File: config.mk
export PLATFORM = sky130hd
export DESIGN_NAME = bitmap_id_allocator
export DESIGN_NICKNAME = d
export VERILOG_FILES = /design/src/rtl/bia_pkg.sv /design/src/rtl/bia_ctrl.sv /design/src/rtl/bia_dp.sv /design/src/rtl/bitmap_id_allocator.sv
export SDC_FILE = /design/constraint.sdc
export NUM_CORES = 1
export LEC_CHECK = 0
export BUFFER_PORTS_ARGS = -buffer_cell sky130_fd_sc_hd__buf_4
export CORE_UTILIZATION = 60
export CTS_CLUSTER_SIZE = 8
export DETAILED_ROUTE_END_ITERATION = 8
export HOLD_SLACK_MARGIN = 0.02
export PLACE_DENSITY = 0.76
export SETUP_SLACK_MARGIN = 0.05
export SLEW_MARGIN = 25
export SYNTH_ARGS = -nofsm -noshare
export SYNTH_HDL_FRONTEND = slang
export SYNTH_SLANG_ARGS = --single-unit
File: constraint.sdc
create_clock -name clk -period 2.88 [get_ports clk]
set_input_delay 0.432 -clock clk [delete_from_list [all_inputs] [get_ports clk]]
set_output_delay 0.432 -clock clk [all_outputs]
set_load 0.1 [all_outputs]
File: src/rtl/bia_pkg.sv
package bia_pkg;

    localparam int ID_W              = 5;
    localparam int ID_LIMIT          = 32;
    localparam int POOL_SIZE_DEFAULT = 32;

    localparam logic KIND_ALLOC = 1'b0;
    localparam logic KIND_FREE  = 1'b1;

    localparam logic [1:0] STATUS_OK        = 2'd0;
    localparam logic [1:0] STATUS_FULL      = 2'd1;
    localparam logic [1:0] STATUS_NOT_ALLOC = 2'd2;

    typedef struct packed {
        logic            kind;
        logic [ID_W-1:0] free_id;
    } req_t;

    typedef struct packed {
        logic [1:0]      status;
        logic [ID_W-1:0] granted_id;
    } rsp_t;

    // controller -> datapath
    typedef struct packed {
        logic load;
        logic scan_step;
        logic commit_alloc;
        logic commit_full;
        logic commit_free;
    } cmd_t;

    // datapath -> controller
    typedef struct packed {
        logic hit;
        logic last;
        logic out_free;
    } sts_t;

endpackage

File: src/rtl/bia_ctrl.sv
module bia_ctrl
    import bia_pkg::*;
(
    input  logic clk,
    input  logic rst_n,
    input  logic req_valid,
    output logic req_ready,
    input  logic req_kind,
    input  sts_t sts,
    output cmd_t cmd
);

    typedef enum logic [1:0] {
        ST_IDLE,
        ST_SCAN,
        ST_FREE
    } state_t;

    state_t state_reg;
    state_t state_next;

    assign req_ready = (state_reg == ST_IDLE);

    always_comb
    begin
        state_next = state_reg;
        cmd        = '0;
        unique case (state_reg)
            ST_IDLE:
            begin
                if (req_valid)
                begin
                    cmd.load   = 1'b1;
                    state_next = (req_kind == KIND_FREE) ? ST_FREE : ST_SCAN;
                end
            end
            ST_SCAN:
            begin
                if (sts.hit || sts.last)
                begin
                    // finish only once the result slot can take it
                    if (sts.out_free)
                    begin
                        cmd.commit_alloc = sts.hit;
                        cmd.commit_full  = !sts.hit;
                        state_next       = ST_IDLE;
                    end
                end
                else
                begin
                    cmd.scan_step = 1'b1;
                end
            end
            ST_FREE:
            begin
                if (sts.out_free)
                begin
                    cmd.commit_free = 1'b1;
                    state_next      = ST_IDLE;
                end
            end
            default:
            begin
                state_next = ST_IDLE;
            end
        endcase
    end

    always_ff @(posedge clk or negedge rst_n)
    begin
        if (!rst_n)
        begin
            state_reg <= ST_IDLE;
        end
        else
        begin
            state_reg <= state_next;
        end
    end

endmodule

File: src/rtl/bia_dp.sv
module bia_dp
    import bia_pkg::*;
#(
    parameter int POOL_SIZE = POOL_SIZE_DEFAULT
)
(
    input  logic clk,
    input  logic rst_n,
    input  req_t req,
    input  cmd_t cmd,
    output sts_t sts,
    output rsp_t rsp,
    output logic rsp_valid,
    input  logic rsp_ready
);

    localparam int EFF_POOL = (POOL_SIZE > ID_LIMIT) ? ID_LIMIT : POOL_SIZE;
    localparam int IDX_W    = $clog2(EFF_POOL);
    localparam logic [IDX_W-1:0] LAST_IDX = IDX_W'(EFF_POOL - 1);

    logic [EFF_POOL-1:0] used_reg,      used_next;
    logic [IDX_W-1:0]    ptr_reg,       ptr_next;
    logic                rsp_valid_reg, rsp_valid_next;
    logic [IDX_W-1:0]    idx_reg,       idx_next;
    logic [IDX_W-1:0]    cnt_reg,       cnt_next;
    logic [ID_W-1:0]     id_reg,        id_next;
    rsp_t                rsp_reg,       rsp_next;

    logic [IDX_W-1:0] idx_inc;
    logic [IDX_W-1:0] free_idx;
    logic             free_ok;

    assign idx_inc  = (idx_reg == LAST_IDX) ? '0 : idx_reg + 1'b1;
    assign free_idx = id_reg[IDX_W-1:0];
    assign free_ok  = ({1'b0, id_reg} < (ID_W+1)'(EFF_POOL)) && used_reg[free_idx];

    assign sts.hit      = !used_reg[idx_reg];
    assign sts.last     = (cnt_reg == LAST_IDX);
    assign sts.out_free = !rsp_valid_reg || rsp_ready;

    assign rsp       = rsp_reg;
    assign rsp_valid = rsp_valid_reg;

    always_comb
    begin
        used_next      = used_reg;
        ptr_next       = ptr_reg;
        idx_next       = idx_reg;
        cnt_next       = cnt_reg;
        id_next        = id_reg;
        rsp_next       = rsp_reg;
        rsp_valid_next = rsp_valid_reg && !rsp_ready;

        if (cmd.load)
        begin
            idx_next = ptr_reg;
            cnt_next = '0;
            id_next  = req.free_id;
        end

        if (cmd.scan_step)
        begin
            idx_next = idx_inc;
            cnt_next = cnt_reg + 1'b1;
        end

        if (cmd.commit_alloc)
        begin
            used_next[idx_reg]  = 1'b1;
            ptr_next            = idx_inc;
            rsp_next.status     = STATUS_OK;
            rsp_next.granted_id = ID_W'(idx_reg);
            rsp_valid_next      = 1'b1;
        end

        if (cmd.commit_full)
        begin
            rsp_next.status     = STATUS_FULL;
            rsp_next.granted_id = '0;
            rsp_valid_next      = 1'b1;
        end

        if (cmd.commit_free)
        begin
            rsp_next.granted_id = '0;
            rsp_valid_next      = 1'b1;
            if (free_ok)
            begin
                used_next[free_idx] = 1'b0;
                if (free_idx < ptr_reg)
                begin
                    ptr_next = free_idx;
                end
                rsp_next.status = STATUS_OK;
            end
            else
            begin
                rsp_next.status = STATUS_NOT_ALLOC;
            end
        end
    end

    always_ff @(posedge clk or negedge rst_n)
    begin
        if (!rst_n)
        begin
            used_reg      <= '0;
            ptr_reg       <= '0;
            rsp_valid_reg <= 1'b0;
        end
        else
        begin
            used_reg      <= used_next;
            ptr_reg       <= ptr_next;
            rsp_valid_reg <= rsp_valid_next;
        end
    end

    always_ff @(posedge clk)
    begin
        idx_reg <= idx_next;
        cnt_reg <= cnt_next;
        id_reg  <= id_next;
        rsp_reg <= rsp_next;
    end

endmodule

File: src/rtl/bitmap_id_allocator.sv
// Next-fit identifier allocator over a pool of min(POOL_SIZE, 32) identifiers.
// Request channel (req_valid/req_ready, req): kind selects allocate or free;
// free_id names the identifier to release. Response channel (rsp_valid/
// rsp_ready, rsp): status and granted_id, exactly one response per request.
// Allocate tests one bitmap bit per cycle starting at the next-fit pointer:
// the scan stops at the first clear bit, or reports a full pool once every
// bit of the pool has been tested; the response is then registered.
// Free needs no scan: it checks its bit in ST_FREE and clears it if set.
// The bit-serial scan limits the allocate rate.
// A new request is taken once the previous one is finished, even while its
// response still sits in the output register. If the receiver stalls, a
// finished request holds in the controller until the output register frees.
// Reset (rst_n, async, active low) clears the bitmap, the pointer and the
// response valid; the controller leaves reset idle, ready for a request.
module bitmap_id_allocator
    import bia_pkg::*;
#(
    parameter int POOL_SIZE = POOL_SIZE_DEFAULT
)
(
    input  logic clk,
    input  logic rst_n,
    input  logic req_valid,
    output logic req_ready,
    input  req_t req,
    output logic rsp_valid,
    input  logic rsp_ready,
    output rsp_t rsp
);

    cmd_t cmd;
    sts_t sts;

    bia_ctrl u_ctrl (
        .clk       (clk),
        .rst_n     (rst_n),
        .req_valid (req_valid),
        .req_ready (req_ready),
        .req_kind  (req.kind),
        .sts       (sts),
        .cmd       (cmd)
    );

    bia_dp #(
        .POOL_SIZE (POOL_SIZE)
    ) u_dp (
        .clk       (clk),
        .rst_n     (rst_n),
        .req       (req),
        .cmd       (cmd),
        .sts       (sts),
        .rsp       (rsp),
        .rsp_valid (rsp_valid),
        .rsp_ready (rsp_ready)
    );

endmodule
Yosys cells after proc, flatten, opt, wreduce, memory -nomap -nowiden

Cells that the tools add are included.

Output and inout port bits: 9
Register bits after elaboration: 62
Input port bits: 10

Equal/unequal tests: 6
Add/subtract/negate cells: 2
Magnitude comparators: 5
Reduce and logical (&&, ||, !) cells: 13
Bitwise logic cells: 3
Multiplexer cells: 40

Operator list:

| cell                                                                                | count |
|---|---|
| 32-bit two-way mux                                                                  | 3 |
| 5-bit two-way mux                                                                   | 9 |
| 32-bit AND                                                                          | 1 |
| 32-bit NOT                                                                          | 1 |
| 32-bit OR                                                                           | 1 |
| 7-bit two-way mux                                                                   | 3 |
| 2-bit two-way mux                                                                   | 7 |
| 5-bit by 6-bit < comparator with 1-bit output, second input constant                | 2 |
| 1-bit two-way mux                                                                   | 12 |
| 5-bit by 1-bit adder with 5-bit output, second input constant                       | 2 |
| 1-bit binary-select mux with 5-bit select                                           | 2 |
| 1-bit demux with 5-bit select                                                       | 2 |
| 5-bit equality test, second input constant                                          | 2 |
| 5-bit by 1-bit greater-or-equal comparator with 1-bit output, second input constant | 2 |
| 2-bit one-hot mux with 3 select lines                                               | 1 |
| 5-bit < comparator                                                                  | 1 |
| 1-bit logical AND                                                                   | 3 |
| 1-bit logical NOT                                                                   | 3 |
| 3-bit two-way mux                                                                   | 1 |
| 3-bit nonzero test                                                                  | 1 |
| 2-bit by 1-bit equality test with 1-bit output, second input constant               | 1 |
| 2-bit equality test, second input constant                                          | 1 |
| 2-bit logical NOT                                                                   | 1 |
| 1-bit logical OR                                                                    | 2 |
| other kinds (5)                                                                     | 5 |

Depth between registers and ports, before layout

Depth in word-level cells: 10
Depth in mapped cells: 10

Hierarchy

From an unflattened synthesis, not the netlist that was laid out.

Cell total of the unflattened synthesis: 317
Area, all modules: 3535.9 µm²

By module, submodules not included:

| module   | instances | seq. area each (µm²) | area an instance (µm²) | cells each |
|---|---|---|---|---|
| bia_dp   | 1         | 1561.5               | 3343.2                 | 298 |
| bia_ctrl | 1         | 50.0                 | 192.7                  | 19 |

Worst setup path before layout

No wires, ideal clock.

Path type: flip-flop to flip-flop
Start: register u_dp.idx_reg[0]
End: register u_dp.cnt_reg[0], enable pin
Path buffers: 3
Setup time: 340 ps
Clock period less this slack: 2442 ps
Data required time: 2540 ps
Setup slack: 438 ps
Arrival time: 2102 ps
Cell stages (with the launch flop): 10
Path through: edfxtp_1 -> buf_2 -> or2_1 -> o221ai_1 -> o211ai_1 -> and4_1 -> or3_1 -> buf_2 -> buf_6 -> nand2_1

Word-level cells in the longest chain between the ends: 7

RTL lines:

| element                                   | line           | source |
|---|---|---|
| start, declared                           | bia_dp.sv:24   | `logic [IDX_W-1:0] idx_reg, idx_next;` |
| start signal, assigned                    | bia_dp.sv:121  | `idx_reg <= idx_next;` |
| 1-bit binary-select mux with 5-bit select | bia_dp.sv:37   | `assign sts.hit = !used_reg[idx_reg];` |
| 1-bit two-way mux (implied by the code)   | bia_dp.sv:37   |  |
| 1-bit logical NOT                         | bia_dp.sv:37   |  |
| 1-bit logical OR                          | bia_ctrl.sv:39 | `if (sts.hit \|\| sts.last)` |
| 1-bit two-way mux                         | bia_ctrl.sv:39 |  |
| 3-bit two-way mux                         | bia_ctrl.sv:28 | `unique case (state_reg)` |
| 2-bit nonzero test (no source line)       | n/a            |  |
| end signal, assigned                      | bia_dp.sv:122  | `cnt_reg <= cnt_next;` |
| end, declared                             | bia_dp.sv:25   | `logic [IDX_W-1:0] cnt_reg, cnt_next;` |

Every way passes these cells. The select of a mux whose other input is x is not followed.
A chain may end at the register's enable or synchronous reset.

Final worst setup path

Start: register u_dp.idx_reg[1]
End: register u_dp.idx_reg[1], enable pin

Word-level cells in the longest chain between the ends: 7

RTL lines:

| element                                   | line |
|---|---|
| 1-bit binary-select mux with 5-bit select | bia_dp.sv:37 |
| 1-bit two-way mux (implied by the code)   | bia_dp.sv:37 |
| 1-bit logical NOT                         | bia_dp.sv:37 |
| 1-bit logical OR                          | bia_ctrl.sv:39 |
| 1-bit two-way mux                         | bia_ctrl.sv:39 |
| 3-bit two-way mux                         | bia_ctrl.sv:28 |
| 2-bit nonzero test (no source line)       | n/a |

Every way passes these cells. The select of a mux whose other input is x is not followed.

==> impl_metrics.tcl <==
set metrics [dict create \
    die_w_um 81.3 \
    clkPwrFrac 0.163 \
    path_buf_inv 1 \
    cts_made_buffers 9 \
    clock_path_buffers 2 \
    max_freq_ghz 0.382 \
    outcome "finished clean" \
    finalNetCount 407 \
    hpwl_um 7280 \
    firstDrtPassIters 5 \
    seqPwrFrac 0.313 \
    drc_errors 0 \
    post-route-util 0.693 \
    grt.overflow.total 0 \
    synthFlopType "dfrtp_1" \
    fin_skew_ns 0.00948 \
    hold_path_class "in2async" \
    yosys_warnings 0 \
    worst_pin_slew_ns 0.905 \
    wl_per_cell_um 22.5 \
    crit_arrival_ns 2.61 \
    core_um2 5990 \
    h-tree-depth 3 \
    ir_worst_vdd_mv 0.858 \
    synth-edff-count 17 \
    slew_headroom 0.395 \
    slowest_stage "or3_1" \
    required_ns 2.87 \
    root_buffer "clkbuf_8" \
    finalCriticalPeriod_ns 2.62 \
    dieArea_um2 6600 \
    setup_violations 0 \
    drt_wl_total_um 10400 \
    max_stage_delay_ns 0.46 \
    post_cts_resized 0 \
    fill_cells 471 \
    switchingPower_mw 2.53 \
    dpl_cell_area_um2 3940 \
    pwr-share-comb 0.524 \
    critical-path-top-delay-family "simple AND/OR/NAND/NOR gates" \
    grt_use_total 0.343 \
    io_buffers 18 \
    fp-row-count 28 \
    post_cts_buffers 0 \
    drv_cap 0 \
    ctsHoldBuffers 0 \
    cts.sinks 62 \
    vias 3263 \
    vias_per_cell 7.05 \
    start_util 0.629 \
    sw_frac_of_total 0.486 \
    syn-cell-area_um2 3770 \
    tns_ns 0 \
    syn_area_per_cell_um2 10.1 \
    grt_antenna_before_repair 0 \
    powerDensity_nw_per_um2 1250 \
    cellInternalPower_mw 2.67 \
    synth.distinct_cells 51 \
    period_share 0.908 \
    endpoint_kind "flop" \
    drive_gt1_frac 0.144 \
    worst_slack_ns 0.264 \
    final_area_um2 4150 \
    cts_tree "yes" \
    finalHoldViolations 0 \
    place_congestion 1.03 \
    crit_chain "buf_4, mux2i_1, o221ai_1, o211ai_1, and4_1, or3_1, nand2_1" \
    cp_max_fo 21 \
    area_growth_pct 10.1 \
    grt_pass1_wl_um 16400 \
    synthCells 374 \
    cp-start-kind "flop" \
    crit_type "reg2reg" \
    drt_iter0_drc 408 \
    syn-num-nets 398 \
    async_flop_share 0.645 \
    ys_seq_area_frac 0.427 \
    grt_max_degree 41 \
    leakage_nw 1.71 \
    pre_cts_ws_ns 0.290 \
    clkTransAtPathRegs_ns 0.07 \
    clock_latency_ns 0.34 \
    drtAntennaViolNets 0 \
    timing.hold.ws_ns 0.0557 \
    antenna_cells 0 \
    rsz0062_at_grt "no" \
    ys_ff_latch 62 \
    pin_count 19 \
    fp.dieH_um 81.3 \
    largest_register_ff_count 32 \
    drv_slew 0 \
    grt_pass1_vias 3005 \
]
final cells by class:
class                      count  area (um2)  share of cell area
clock buffer                  11         141              0.0341
clock inverter                 5        72.6              0.0175
inverter                      14        52.6              0.0127
multi-input combinational    262        1920               0.464
sequential                    62        1610               0.388
tap                           75        93.8              0.0226
timing repair buffer          34         255              0.0615
layer usage:
metal	up-vias	track usage	part of all wire
met2	208	0.501	0.44
met1	1551	0.500	0.44
met5	-	0	0
met3	23	0.0573	0.10
met4	0	0.143	0.020
li1	1481	-	-
power groups by stage:
stage / clock network (mW) / logic [mW] / registers, mW
4_1_cts: 0.847 / 2.67 / 1.61
2_1_floorplan: 0 / 1.85 / 1.71
5_1_grt: 0.880 / 2.94 / 1.66
3_5_place_dp: 0 / 2.67 / 1.62
6_report: 0.847 / 2.73 / 1.63
3_3_place_gp: 0 / 2.60 / 1.62
layout by cell type (no fill, tap or decap), types with 10 or more instances in the layout:
cell type / instances
dfrtp_1: 40
a31oi_1: 37
buf_4: 34
a41oi_1: 32
mux2i_1: 29
edfxtp_1: 17
nor2_1: 16
nand3_1: 15
inv_1: 14
ha_1: 14
nand2_1: 12
nand2b_1: 12
o21ai_0: 12
clkbuf_8: 10
synth_stat cells (14+ instances only):
| library cell | number | share of area |
|---|---|---|
| dfrtp_1 | 40 | 0.27 |
| a31oi_1 | 37 | 0.061 |
| a41oi_1 | 32 | 0.074 |
| mux2i_1 | 29 | 0.077 |
| edfxtp_1 | 17 | 0.14 |
| nor2_1 | 16 | 0.016 |
| nand3_1 | 15 | 0.020 |
| clkbuf_1 | 14 | 0.014 |
| ha_1 | 14 | 0.046 |
| inv_1 | 14 | 0.014 |
stage by stage:
step	power (mW)	cells
detailed placement	4.29	447
finish	5.20	463
global route	5.48	463
floorplan	3.57	374
global placement	4.22	447
CTS	5.13	463
cell families (layout without fill, tap and decap cells):
kind of cell / count (synthesis) / in the layout / synth area share
AO/OA/AOI/OAI: 119 / 119 / 0.227
AND/OR/NAND/NOR: 89 / 89 / 0.125
flip-flops: 62 / 62 / 0.427
buffers and inverters: 50 / 64 / 0.0621
multiplexers: 36 / 36 / 0.103
adder cells (fa/ha/maj): 14 / 14 / 0.0465
XOR/XNOR: 4 / 4 / 0.00929
final timing paths:
| path | startpoint | to | slack, ns | cells after the start |
|---|---|---|---|---|
| max in group asynchronous | rst_n | u_dp.used_reg[17] | 2.46 | 1 |
| worst max register to register | u_dp.idx_reg[1] | u_dp.idx_reg[1] | 0.26 | 7 |
| worst max-delay path | u_dp.idx_reg[1] | u_dp.idx_reg[1] | 0.26 | 7 |
| min in group clk | req[4] | u_dp.free_idx[4] | 0.26 | 1 |
| worst min-delay path | rst_n | u_dp.used_reg[30] | 0.06 | 1 |
| worst min register to register | u_dp.rsp[4] | u_dp.rsp[4] | 0.48 | 2 |
Note: power is estimated with default switching activity, not from simulation.
